$ cat src/hw/rtl/selt_pkg.sv
`timescale 1ns / 1ps

package selt_pkg;

    // Table geometry.
    localparam int TABLE_ENTRIES = 16;
    localparam int KEY_BITS      = 32;
    localparam int MAX_SHARED    = 255;

    // Width of the request key port.
    localparam int KEY_IN_W = 32;

    // Only the low key bits that fit in the port take part in matching.
    localparam int KEY_W  = (KEY_BITS < KEY_IN_W) ? KEY_BITS : KEY_IN_W;
    localparam int IDX_W  = (TABLE_ENTRIES > 1) ? $clog2(TABLE_ENTRIES) : 1;
    localparam int CNT_W  = $clog2(MAX_SHARED + 1);
    localparam int HCNT_W = 8;

    // Request codes.
    typedef enum logic [1:0] {
        REQ_ACQ_SHARED  = 2'd0,
        REQ_ACQ_EXCL    = 2'd1,
        REQ_REL_SHARED  = 2'd2,
        REQ_REL_EXCL    = 2'd3
    } t_req_type;

    // Result status codes.
    typedef enum logic [2:0] {
        STAT_GRANTED  = 3'd0,
        STAT_CONFLICT = 3'd1,
        STAT_LIMIT    = 3'd2,
        STAT_FULL     = 3'd3,
        STAT_RELEASED = 3'd4,
        STAT_IGNORED  = 3'd5
    } t_status;

    // Controller states.
    typedef enum logic [1:0] {
        ST_IDLE,
        ST_MATCH,
        ST_APPLY
    } t_ctrl_state;

    // Commands from the controller to the datapath.
    typedef struct packed {
        logic capture;
        logic lookup;
        logic apply;
    } t_dp_cmd;

endpackage

$ cat src/hw/rtl/selt_ctrl.sv
`timescale 1ns / 1ps

module selt_ctrl
    import selt_pkg::*;
(
    input  logic    i_clk,
    input  logic    i_rst_n,
    input  logic    start,
    output logic    busy,
    output t_dp_cmd o_cmd
);

    t_ctrl_state r_state;
    t_ctrl_state n_state;

    // State register.
    always_ff @(posedge i_clk) begin
        if (!i_rst_n) begin
            r_state <= ST_IDLE;
        end else begin
            r_state <= n_state;
        end
    end

    // Next state: capture, then look up, then apply.
    always_comb begin
        n_state = r_state;
        unique case (r_state)
            ST_IDLE: begin
                if (start) begin
                    n_state = ST_MATCH;
                end
            end
            ST_MATCH: begin
                n_state = ST_APPLY;
            end
            ST_APPLY: begin
                n_state = ST_IDLE;
            end
            default: begin
                n_state = ST_IDLE;
            end
        endcase
    end

    // Outputs decoded from the state.
    always_comb begin
        busy          = 1'b1;
        o_cmd.capture = 1'b0;
        o_cmd.lookup  = 1'b0;
        o_cmd.apply   = 1'b0;
        unique case (r_state)
            ST_IDLE: begin
                busy          = 1'b0;
                o_cmd.capture = start;
            end
            ST_MATCH: begin
                o_cmd.lookup = 1'b1;
            end
            ST_APPLY: begin
                o_cmd.apply = 1'b1;
            end
            default: begin
                busy = 1'b1;
            end
        endcase
    end

endmodule

$ cat src/hw/rtl/selt_datapath.sv
`timescale 1ns / 1ps

module selt_datapath
    import selt_pkg::*;
(
    input  logic                i_clk,
    input  logic                i_rst_n,
    input  t_dp_cmd             i_cmd,
    input  logic [1:0]          i_req_type,
    input  logic [KEY_IN_W-1:0] i_resource_key,
    output logic                o_valid,
    output logic [2:0]          o_status,
    output logic [HCNT_W-1:0]   o_holder_count,
    output logic                o_exclusive_held
);

    // Captured request.
    t_req_type          r_req;
    logic [KEY_W-1:0]   r_key;

    // Lock table entries.
    logic [KEY_W-1:0]   r_entry_key   [TABLE_ENTRIES];
    logic               r_entry_valid [TABLE_ENTRIES];
    logic               r_entry_excl  [TABLE_ENTRIES];
    logic [CNT_W-1:0]   r_entry_cnt   [TABLE_ENTRIES];

    // Registered lookup results.
    logic               r_hit;
    logic [IDX_W-1:0]   r_hit_idx;
    logic               r_free_ok;
    logic [IDX_W-1:0]   r_free_idx;
    logic [CNT_W-1:0]   r_cnt;
    logic               r_excl;

    // Lookup logic.
    logic               n_hit;
    logic [IDX_W-1:0]   n_hit_idx;
    logic               n_free_ok;
    logic [IDX_W-1:0]   n_free_idx;

    // Update logic.
    logic               n_wr_en;
    logic               n_wr_alloc;
    logic [IDX_W-1:0]   n_wr_idx;
    logic               n_wr_valid;
    logic               n_wr_excl;
    logic [CNT_W-1:0]   n_wr_cnt;
    t_status            n_status;
    logic               n_show;

    // Result registers.
    logic               r_out_valid;
    t_status            r_out_status;
    logic [HCNT_W-1:0]  r_out_cnt;
    logic               r_out_excl;

    // Capture the request word when the controller accepts it.
    always_ff @(posedge i_clk) begin
        if (i_cmd.capture) begin
            r_req <= t_req_type'(i_req_type);
            r_key <= i_resource_key[KEY_W-1:0];
        end
    end

    // Associative match and free search; the lowest index wins in both.
    always_comb begin
        n_hit      = 1'b0;
        n_hit_idx  = '0;
        n_free_ok  = 1'b0;
        n_free_idx = '0;
        for (int i = TABLE_ENTRIES - 1; i >= 0; i--) begin
            if (r_entry_valid[i] && (r_entry_key[i] == r_key)) begin
                n_hit     = 1'b1;
                n_hit_idx = IDX_W'(i);
            end
            if (!r_entry_valid[i]) begin
                n_free_ok  = 1'b1;
                n_free_idx = IDX_W'(i);
            end
        end
    end

    // Register the lookup and the matched entry's state.
    always_ff @(posedge i_clk) begin
        if (i_cmd.lookup) begin
            r_hit      <= n_hit;
            r_hit_idx  <= n_hit_idx;
            r_free_ok  <= n_free_ok;
            r_free_idx <= n_free_idx;
            r_cnt      <= r_entry_cnt[n_hit_idx];
            r_excl     <= r_entry_excl[n_hit_idx];
        end
    end

    // Decide the outcome and the new state of the touched entry.
    always_comb begin
        n_wr_en    = 1'b0;
        n_wr_alloc = 1'b0;
        n_wr_idx   = r_hit_idx;
        n_wr_valid = r_hit;
        n_wr_excl  = r_excl;
        n_wr_cnt   = r_cnt;
        n_status   = STAT_IGNORED;
        case (r_req) inside
            REQ_ACQ_SHARED, REQ_ACQ_EXCL: begin
                if (!r_hit) begin
                    if (!r_free_ok) begin
                        n_status = STAT_FULL;
                    end else begin
                        n_wr_en    = 1'b1;
                        n_wr_alloc = 1'b1;
                        n_wr_idx   = r_free_idx;
                        n_wr_valid = 1'b1;
                        n_wr_excl  = (r_req == REQ_ACQ_EXCL);
                        n_wr_cnt   = (r_req == REQ_ACQ_SHARED) ? CNT_W'(1) : '0;
                        n_status   = STAT_GRANTED;
                    end
                end else if (r_req == REQ_ACQ_SHARED) begin
                    if (r_excl) begin
                        n_status = STAT_CONFLICT;
                    end else if (r_cnt >= CNT_W'(MAX_SHARED)) begin
                        n_status = STAT_LIMIT;
                    end else begin
                        n_wr_en  = 1'b1;
                        n_wr_cnt = r_cnt + CNT_W'(1);
                        n_status = STAT_GRANTED;
                    end
                end else begin
                    if (r_excl || (r_cnt != '0)) begin
                        n_status = STAT_CONFLICT;
                    end else begin
                        n_wr_en   = 1'b1;
                        n_wr_excl = 1'b1;
                        n_status  = STAT_GRANTED;
                    end
                end
            end
            REQ_REL_SHARED: begin
                if (r_hit && (r_cnt != '0)) begin
                    n_wr_en    = 1'b1;
                    n_wr_cnt   = r_cnt - CNT_W'(1);
                    n_wr_valid = (n_wr_cnt != '0) || r_excl;
                    n_status   = STAT_RELEASED;
                end
            end
            default: begin
                if (r_hit && r_excl) begin
                    n_wr_en    = 1'b1;
                    n_wr_excl  = 1'b0;
                    n_wr_valid = (r_cnt != '0);
                    n_status   = STAT_RELEASED;
                end
            end
        endcase
        // An entry that is gone, or never was, reports no holders.
        n_show = n_wr_valid;
    end

    // Entry valid bits, cleared by reset.
    always_ff @(posedge i_clk) begin
        if (!i_rst_n) begin
            for (int i = 0; i < TABLE_ENTRIES; i++) begin
                r_entry_valid[i] <= 1'b0;
            end
        end else if (i_cmd.apply && n_wr_en) begin
            r_entry_valid[n_wr_idx] <= n_wr_valid;
        end
    end

    // Entry payload; a freed entry is cleared for the next owner.
    always_ff @(posedge i_clk) begin
        if (i_cmd.apply && n_wr_en) begin
            r_entry_excl[n_wr_idx] <= n_wr_valid ? n_wr_excl : 1'b0;
            r_entry_cnt[n_wr_idx]  <= n_wr_valid ? n_wr_cnt : '0;
            if (n_wr_alloc) begin
                r_entry_key[n_wr_idx] <= r_key;
            end
        end
    end

    // Result word, shown for one cycle after the update.
    always_ff @(posedge i_clk) begin
        if (!i_rst_n) begin
            r_out_valid <= 1'b0;
        end else begin
            r_out_valid <= i_cmd.apply;
        end
    end

    always_ff @(posedge i_clk) begin
        if (i_cmd.apply) begin
            r_out_status <= n_status;
            r_out_cnt    <= n_show ? HCNT_W'(n_wr_cnt) : '0;
            r_out_excl   <= n_show ? n_wr_excl : 1'b0;
        end
    end

    assign o_valid          = r_out_valid;
    assign o_status         = r_out_status;
    assign o_holder_count   = r_out_cnt;
    assign o_exclusive_held = r_out_excl;

endmodule

$ cat src/hw/rtl/shared_exclusive_lock_table.sv
`timescale 1ns / 1ps

// Shared/exclusive lock table. Each request word names a key and acquires it
// shared or exclusive, or releases a shared or exclusive hold, and is answered
// with one result word: a status, the key's shared-holder count and its
// exclusive flag after the request. A request is taken when start is high and
// busy is low; it then passes through capture, associative lookup of the table
// and update, and busy stays high until the update, so a new request is taken
// only after the last one is done. The result appears on the output ports for
// exactly one cycle, marked by o_valid, in the cycle after the update; the
// receiver cannot stall it and must take it then. The table holds 16 entries
// and needs no clearing after reset.

module shared_exclusive_lock_table
    import selt_pkg::*;
(
    input  logic                i_clk,
    input  logic                i_rst_n,
    input  logic                start,
    output logic                busy,
    input  logic [1:0]          i_req_type,
    input  logic [KEY_IN_W-1:0] i_resource_key,
    output logic                o_valid,
    output logic [2:0]          o_status,
    output logic [HCNT_W-1:0]   o_holder_count,
    output logic                o_exclusive_held
);

    t_dp_cmd cmd;

    // Sequencer for one request at a time.
    selt_ctrl u_ctrl (
        .i_clk   (i_clk),
        .i_rst_n (i_rst_n),
        .start   (start),
        .busy    (busy),
        .o_cmd   (cmd)
    );

    // Lock table and result registers.
    selt_datapath u_datapath (
        .i_clk            (i_clk),
        .i_rst_n          (i_rst_n),
        .i_cmd            (cmd),
        .i_req_type       (i_req_type),
        .i_resource_key   (i_resource_key),
        .o_valid          (o_valid),
        .o_status         (o_status),
        .o_holder_count   (o_holder_count),
        .o_exclusive_held (o_exclusive_held)
    );

endmodule

$ cat config.mk
export PLATFORM = sky130hd
export DESIGN_NAME = shared_exclusive_lock_table
export DESIGN_NICKNAME = d
export VERILOG_FILES = /design/src/hw/rtl/selt_pkg.sv /design/src/hw/rtl/selt_ctrl.sv /design/src/hw/rtl/selt_datapath.sv /design/src/hw/rtl/shared_exclusive_lock_table.sv
export SDC_FILE = /design/constraint.sdc
export NUM_CORES = 1
export LEC_CHECK = 0
export BUFFER_PORTS_ARGS = -buffer_cell sky130_fd_sc_hd__buf_2
export CAP_MARGIN = 10
export CORE_MARGIN = 2
export CORE_UTILIZATION = 65
export DETAILED_ROUTE_END_ITERATION = 16
export HOLD_SLACK_MARGIN = 0.05
export PLACE_DENSITY_LB_ADDON = 0.08
export SYNTH_ARGS = -nofsm -noshare
export SYNTH_HDL_FRONTEND = slang
export SYNTH_SLANG_ARGS = --single-unit
export TNS_END_PERCENT = 10
$ cat constraint.sdc
create_clock -name i_clk -period 11.3 [get_ports i_clk]
set_input_delay 2.26 -clock i_clk [delete_from_list [all_inputs] [get_ports i_clk]]
set_output_delay 2.26 -clock i_clk [all_outputs]
set_load 0.01 [all_outputs]
==> qor.yml, run 1 <==
logic_synthesis:
  post-synth-top-area-fraction_pct: 65.9
  synth_top_area_cell: "edfxtp_1"
  post_synth_inst_count: 2209
  top_cells_by_area_in_the_synthesized_netlist: "edfxtp_1 66%, xor2_1 10%, xnor2_1 3.5%, nor4_1 3.3%, nand4_1 1.7%"
  synth.yosys.seq_area_share_pct: 67.1
  synth_cell_types: 71
  synth-main-ff-cell: "edfxtp_1"
  yosys_register_bits: 740
  synth_nets: 2250
  netlist_area_sq_um: 32800
  syn_avg_cell_area_sq_um: 14.9
  synth_enable_flop_cells: 721
  fraction_of_synthesis_flops_using_an_asynchronous_set_or_reset_pin_pct: 0
  yosys_warnings: 0
place:
  numPortBuffers: 50
  gp_routability_congestion: 0.885
  hpwlAfterDp_microns: 50400
power_and_ir_drop:
  p_leak_nw: 11.9
  power.switching_fraction_pct: 22.3
  seqPwrFrac_pct: 53.4
  power_density_nw_per_um2: 159
  power_switching_mw: 1.27
  vdd_ir_drop_max_v: 0.000145
  cellInternalPower_mw: 4.43
  pwr-share-comb_pct: 5.8
  power.clock.fraction_pct: 40.9
route:
  wl_microns: 82700
  antenna_violating_nets_post_route: 0
  count_of_routing_violations_after_the_opening_detailed_route_iteration: 2230
  drc: 0
  avgViaCountPerCell: 6.57
  drt-pass1-iter-count: 6
  routed-via-count: 19900
  wl_per_cell_microns: 27.3
clock_network:
  cts.htree.levels: 3
  clock_tree.buffer_depth: 3
  clock_latency_late_sink_ps: 620
  ctsHoldBuffers: 0
  tritoncts: "built"
  ctsResizeCount: 0
  cts_made_buffers: 73
  cts-root-buf: "clkbuf_16"
  clock-sinks: 740
  worst_setup_hold_path_clk_slew_ps: 60
  post_cts_buffers: 0
status:
  outcome: "completed"
worst_setup_path:
  arrival_time_of_the_worst_setup_path_ps: 5330
  criticalPathCategory: "reg -> reg"
  cpPeakStageDelay_ps: 810
  cp_slowest_cell: "nor4_1"
  critPathCaptureType: "flip-flop"
  worst-path-max-fanout: 63
  cp.buffers_inverters: 2
  cp-start-kind: "flip-flop"
  crit_chain: "buf_4 -> xor2_1 -> nor4_1 -> nand4_1 -> nor4_1 -> o211ai_1 -> a31o_1 -> a21boi_4 -> buf_4 -> mux2_2 -> o2bb2ai_1 -> nor2_1 -> o21ai_1"
  cp_data_required_time_ps: 11660
  worst_path_dominant_cell_family: "simple AND/OR/NAND/NOR gates"
floorplanning:
  ios: 51
  placementRows: 82
  horizontal_die_dimension_microns: 229
  die_area_sq_um: 52300
  core-area_sq_um: 50100
  floorplan.initialDensity_pct: 65.6
  die-height_microns: 229
cells_and_area:
  areaGrowthSynthToFinish_pct: 9.55
  final_nets: 2335
  nFillCells: 3317
  multi_input_area_sq_um: 10100
  regArea_sq_um: 22000
  fraction_of_layout_instances_using_a_drive_strength_above_1_pct: 11.6
  antenna_cells_inserted: 0
  most_frequent_cells_in_the_layout: "721 x edfxtp_1, 379 x xor2_1, 172 x nor4_1, 131 x xnor2_1, 87 x nand4_1"
  layout_commonest_cell: "edfxtp_1"
sta:
  timing_worst_slew_pin_value_ps: 1250
  setup_violations: 0
  min_period_over_period_pct: 43.9
  timing.slew.headroom_pct: 16.2
  hold_violations: 0
  totalNegativeSetupSlack_ps: 0
  worst_hold_slack_ps: 652
  final-max-slew-violation-count: 0
  timing.clock.skew_ps: 19.9
  fmax_mhz: 201
  fin_crit_ps: 4960
  rsz0062_at_grt: "false"
job:
  cap_violations: 0
global_routing:
  global_route_met1_usage_pct: 43.7
  groute.layer.met3.usage_pct: 4.93
  largest_net_degree_at_the_start_of_global_routing: 64
  grt_first_pass_wirelength_microns: 123000
  grt_pass1_vias: 19800
  globalRouteTotalUtil_pct: 31.8
  globalRouteOverflowTotal: 0
  top_usage_layer: "met2"
  grt_antenna_before_repair: 2
  groute.layer.met2.usage_pct: 50.9
hold_path:
  hold_path_class: "reg -> reg"
[worst paths after layout]
check                                 start                                 endpoint  slack (ps)  depth (start not counted)
min          u_datapath.r_key[11]$_DFFE_PP_  u_datapath.r_entry_key[5][11]$_DFFE_PP_         650                          1
max reg2reg   u_datapath.r_key[8]$_DFFE_PP_            u_datapath.r_cnt[7]$_DFFE_PN_        6340                         13
max           u_datapath.r_key[8]$_DFFE_PP_            u_datapath.r_cnt[7]$_DFFE_PN_        6340                         13
min reg2reg  u_datapath.r_key[11]$_DFFE_PP_  u_datapath.r_entry_key[5][11]$_DFFE_PP_         650                          1
[cells by family after synthesis]
group / share of synthesized area (%)
flip-flops: 67.1
XOR/XNOR: 13.9
multiplexers: 2.02
AND/OR/NAND/NOR: 10.8
adder cells (fa/ha/maj): 0.152
AO/OA/AOI/OAI: 3.52
buffers and inverters: 2.58
[cell usage after synthesis (all sizes together), types with 7 or more instances]
master / instances
nor3b: 11
xor2: 379
o2bb2ai: 10
buf: 75
o211ai: 8
mux2: 18
and2: 9
nand4b: 15
a21oi: 23
a31o: 10
or3: 8
nand4: 87
nor4b: 15
nor2: 54
nand3: 33
nor2b: 15
o21ai: 32
dfxtp: 19
o22ai: 11
edfxtp: 721
mux2i: 46
clkbuf: 23
and3: 7
nand2: 70
nand2b: 10
a211o: 9
xnor2: 137
o21bai: 10
nor3: 58
or4: 23
inv: 23
nor4: 173
o41ai: 9
[power groups by stage]
stage | registers (mW) | logic, mW | clock network (mW)
5_1_grt | 3.05 | 0.349 | 2.46
3_5_place_dp | 3.10 | 0.323 | 0
4_1_cts | 3.04 | 0.325 | 2.36
6_report | 3.05 | 0.330 | 2.33
3_3_place_gp | 3.10 | 0.319 | 0
2_1_floorplan | 3.11 | 0.205 | 0
[final cells by class]
type	instances	share of cell area (%)
Inverter	23	0.240
Tap cell	672	2.34
Clock buffer	89	5.36
Timing Repair Buffer	108	1.91
Clock inverter	44	0.963
Sequential cell	740	61.2
Multi-Input combinational cell	1348	28.0
[metrics by stage]
stage	cell area (sq um)	setup WS (ps)	std cells	total power [mW]	util (%)
finish	36000	6340	3024	5.71	71.9
global route	36000	6150	3024	5.86	71.9
CTS	36000	6410	3024	5.73	71.9
detailed placement	33700	6450	2891	3.43	67.3
global placement	33700	6520	2891	3.42	67.3
floorplan	32800	6530	2209	3.32	-
[sequential cells by signal, summed over array words and instances, names as in the netlist]
register	cells
u_datapath.r_entry_key	512
u_datapath.r_entry_cnt	128
u_datapath.r_key	32
u_datapath.r_entry_excl	16
u_datapath.r_entry_valid	16
u_datapath.o_holder_count	8
u_datapath.r_cnt	8
u_datapath.r_free_idx	4
u_datapath.r_hit_idx	4
u_datapath.o_status	3
u_ctrl.r_state	2
u_datapath.r_req	2
u_datapath.o_exclusive_held	1
u_datapath.o_valid	1
u_datapath.r_excl	1
u_datapath.r_free_ok	1
u_datapath.r_hit	1
[per-layer routing]
layer / share of wire, % / up-vias
li1: - / 8630
met1: 40 / 10000
met2: 47 / 1000
met3: 8.3 / 197
met4: 4.0 / 2
met5: 0.012 / -
No activity file was read; power rests on OpenSTA's default activity.
==> run 2, diff against run 1 <==
Settings changed: ABC_AREA from default to 1, CORE_UTILIZATION 65 to 63.
Clock period 11.3 ns to 5 ns, I/O delays scaled along.
==> run 2 against run 1 <==
Sequential power rose by 130%; critical path depth is 14 higher; synthesized cell count rose by 22%; worst hold slack lost 210 ps; global-route usage up 5.0 points; count of clock-buffer cells in the layout is 14 higher; first-iteration DRC count rose by 43%; clock power up 140%; largest cell class unchanged; largest power group unchanged.
==> qor.yml, run 2 <==
floorplanning:
  core-area_sq_um: 50200
  placementRows: 82
  horizontal_die_dimension_microns: 230
  ios: 51
  die_area_sq_um: 52700
  die-height_microns: 230
  floorplan.initialDensity_pct: 63.9
clock_network:
  worst_setup_hold_path_clk_slew_ps: 60
  cts_made_buffers: 75
  cts-root-buf: "clkbuf_16"
  clock-sinks: 740
  cts.htree.levels: 3
  ctsResizeCount: 0
  post_cts_buffers: 0
  clock_latency_late_sink_ps: 620
  ctsHoldBuffers: 0
  clock_tree.buffer_depth: 3
  tritoncts: "built"
global_routing:
  grt_first_pass_wirelength_microns: 140000
  globalRouteTotalUtil_pct: 36.8
  largest_net_degree_at_the_start_of_global_routing: 74
  grt_antenna_before_repair: 0
  globalRouteOverflowTotal: 0
  grt_pass1_vias: 22000
cells_and_area:
  fraction_of_layout_instances_using_a_drive_strength_above_1_pct: 12.1
  antenna_cells_inserted: 0
  layout_commonest_cell: "edfxtp_1"
  areaGrowthSynthToFinish_pct: 11.7
  most_frequent_cells_in_the_layout: "721 x edfxtp_1, 648 x nand2_1, 157 x nand3_1, 142 x nor2_1, 137 x inv_1"
  largest_reg_flops: 512
  final_nets: 2855
  nFillCells: 3439
  max_flop_register: "u_datapath.r_entry_key"
  layout.cell_area.non_filler_sq_um: 35800
  biggestRegsByFlops: "u_datapath.r_entry_key x512, u_datapath.r_entry_cnt x128, u_datapath.r_key x32"
route:
  avgViaCountPerCell: 6.40
  count_of_routing_violations_after_the_opening_detailed_route_iteration: 3195
  wl_microns: 95900
  drt-pass1-iter-count: 8
  wl_per_cell_microns: 27.1
  antenna_violating_nets_post_route: 0
  routed-via-count: 22700
  drc: 0
worst_setup_path:
  cp_data_required_time_ps: 5370
  r2r-end: "u_datapath.r_cnt[6]$_DFFE_PN_"
  timing.reg2reg.setup_slack_ps: 490
  critPathCaptureType: "flip-flop"
  criticalPathCategory: "reg -> reg"
  cpPeakStageDelay_ps: 830
  cp_slowest_cell: "edfxtp_1"
  worst-path-max-fanout: 73
  critical-path-top-cell-by-count: "nand2_1"
  arrival_time_of_the_worst_setup_path_ps: 4880
  worst_r2r_startpoint: "u_datapath.r_key[28]$_DFFE_PP_"
  cp-start-kind: "flip-flop"
  worst-r2r-cell-count: 27
power_and_ir_drop:
  vdd_ir_drop_max_v: 0.000355
  pwr-share-comb_pct: 5.9
  seqPwrFrac_pct: 52.2
  cellInternalPower_mw: 10.3
  power_density_nw_per_um2: 369
  power.switching_fraction_pct: 22.1
  power_switching_mw: 2.92
  power.clock.fraction_pct: 42.0
  total_power_mw: 13.2
  p_leak_nw: 12.8
logic_synthesis:
  synth.yosys.seq_area_share_pct: 68.7
  synth_cell_types: 57
  synth_top_area_cell: "edfxtp_1"
  synth_commonest_cells: "721 x edfxtp_1, 648 x nand2_1, 157 x nand3_1"
  yosys_register_bits: 740
  post_synth_inst_count: 2690
  yosys_warnings: 0
  synth-main-ff-cell: "edfxtp_1"
  synth_most_common_cell: "edfxtp_1"
  post-synth-top-area-fraction_pct: 67.5
  synth_nets: 2731
  netlist_area_sq_um: 32100
  fraction_of_synthesis_flops_using_an_asynchronous_set_or_reset_pin_pct: 0
  syn_avg_cell_area_sq_um: 11.9
  top_cells_by_area_in_the_synthesized_netlist: "edfxtp_1 68%, nand2_1 7.6%, xnor2_1 3.1%, nand3_1 2.4%, o21ai_0 2.0%"
  synth_enable_flop_cells: 721
sta:
  timing.clock.skew_ps: 20.1
  timing_worst_slew_pin_value_ps: 1040
  rsz0062_at_grt: "false"
  hold_violations: 0
  totalNegativeSetupSlack_ps: 0
  timing.slew.headroom_pct: 30.2
  fmax_mhz: 222
  layout_setup_ws_ps: 490
  worst_hold_slack_ps: 447
  setup_violations: 0
  fin_crit_ps: 4510
  min_period_over_period_pct: 90.2
  final-max-slew-violation-count: 0
place:
  gp_routability_congestion: 0.983
  numPortBuffers: 50
  dpl-instance-area_sq_um: 33400
  hpwlAfterDp_microns: 59900
  pre_cts_ws_ps: 677
status:
  outcome: "completed"
hold_path:
  hold_path_class: "reg -> reg"
  worstHoldEndpoint: "u_ctrl.r_state[1]$_SDFFE_PN0P_"
  holdCritStartpoint: "u_ctrl.r_state[1]$_SDFFE_PN0P_"
  worst_hold_path.num_cells: 1
job:
  cap_violations: 0
run 2: changes by cell type in the layout (fill, tap and decap cells not counted), sizes merged, moves of 125 or more:
cell,delta
xor2,-323
o21ai,+127
nand3,+125
inv,+144
nor4,-136
nand2,+582
run 2: kinds of logic (layout without fill, tap and decap cells):
family,count (synthesis),count (layout),synth area share (%)
buffers and inverters,280,458,4.15
and+or+nand+nor,1122,1122,15.1
adders and majority gates,4,4,0.156
xor gates and xnor gates,170,170,4.64
AOI/OAI and AO/OA,374,374,7.25
DFF,740,740,68.7
run 2: layout make-up:
| cell class | count | area [sq um] | area share (%) |
|---|---|---|---|
| tap | 672 | 841 | 2.35 |
| clock inverter | 28 | 255 | 0.712 |
| timing repair buffer | 158 | 1110 | 3.10 |
| multi-input combinational | 1670 | 8810 | 24.6 |
| sequential | 740 | 22000 | 61.5 |
| inverter | 169 | 639 | 1.78 |
| clock buffer | 103 | 2140 | 5.97 |
run 2: worst max-delay path by stage:
stage                                                   to  cells past startpoint  slack, ps                      startpoint
CTS                          u_datapath.r_cnt[5]$_DFFE_PN_                     27        620  u_datapath.r_key[28]$_DFFE_PP_
floorplan           u_datapath.r_entry_key[1][0]$_DFFE_PP_                     15        490   u_datapath.r_req[1]$_DFFE_PP_
global placement             u_datapath.r_cnt[5]$_DFFE_PN_                     27        720  u_datapath.r_key[28]$_DFFE_PP_
detailed placement           u_datapath.r_cnt[5]$_DFFE_PN_                     27        680  u_datapath.r_key[28]$_DFFE_PP_
finish                       u_datapath.r_cnt[6]$_DFFE_PN_                     27        490  u_datapath.r_key[28]$_DFFE_PP_
global route                   u_datapath.r_excl$_DFFE_PN_                     28        210  u_datapath.r_key[28]$_DFFE_PP_
run 2: stage by stage:
step / cells / util [%]
global route: 3540 / 71.4
global placement: 3408 / 66.6
detailed placement: 3408 / 66.6
finish: 3540 / 71.4
floorplan: 2690 / -
CTS: 3539 / 71.4
run 2: metal layers:
metal	track usage, %	routed length (microns)	vias up
li1	-	-	9840
met3	6.77	11000	344
met1	47.9	34300	10900
met4	21.4	5810	0
met2	58.4	44900	1586
met5	0	0	-
run 2: power by group through the flow:
stage               Sequential (mW)  Combinational, mW  Clock [mW]
floorplan                      7.04              0.376           0
global placement               7.02              0.735           0
detailed placement             7.02              0.744           0
CTS                            6.89              0.747        5.57
global route                   6.89              0.803        5.82
finish                         6.89              0.774        5.54
run 2: worst max-delay path, delay by kind of cell, from the launching register on:
family | cells | cell delay (ps)
DFF | 1 | 830
and+or+nand+nor | 25 | 2740
xor gates and xnor gates | 1 | 170
buffers and inverters | 1 | 470
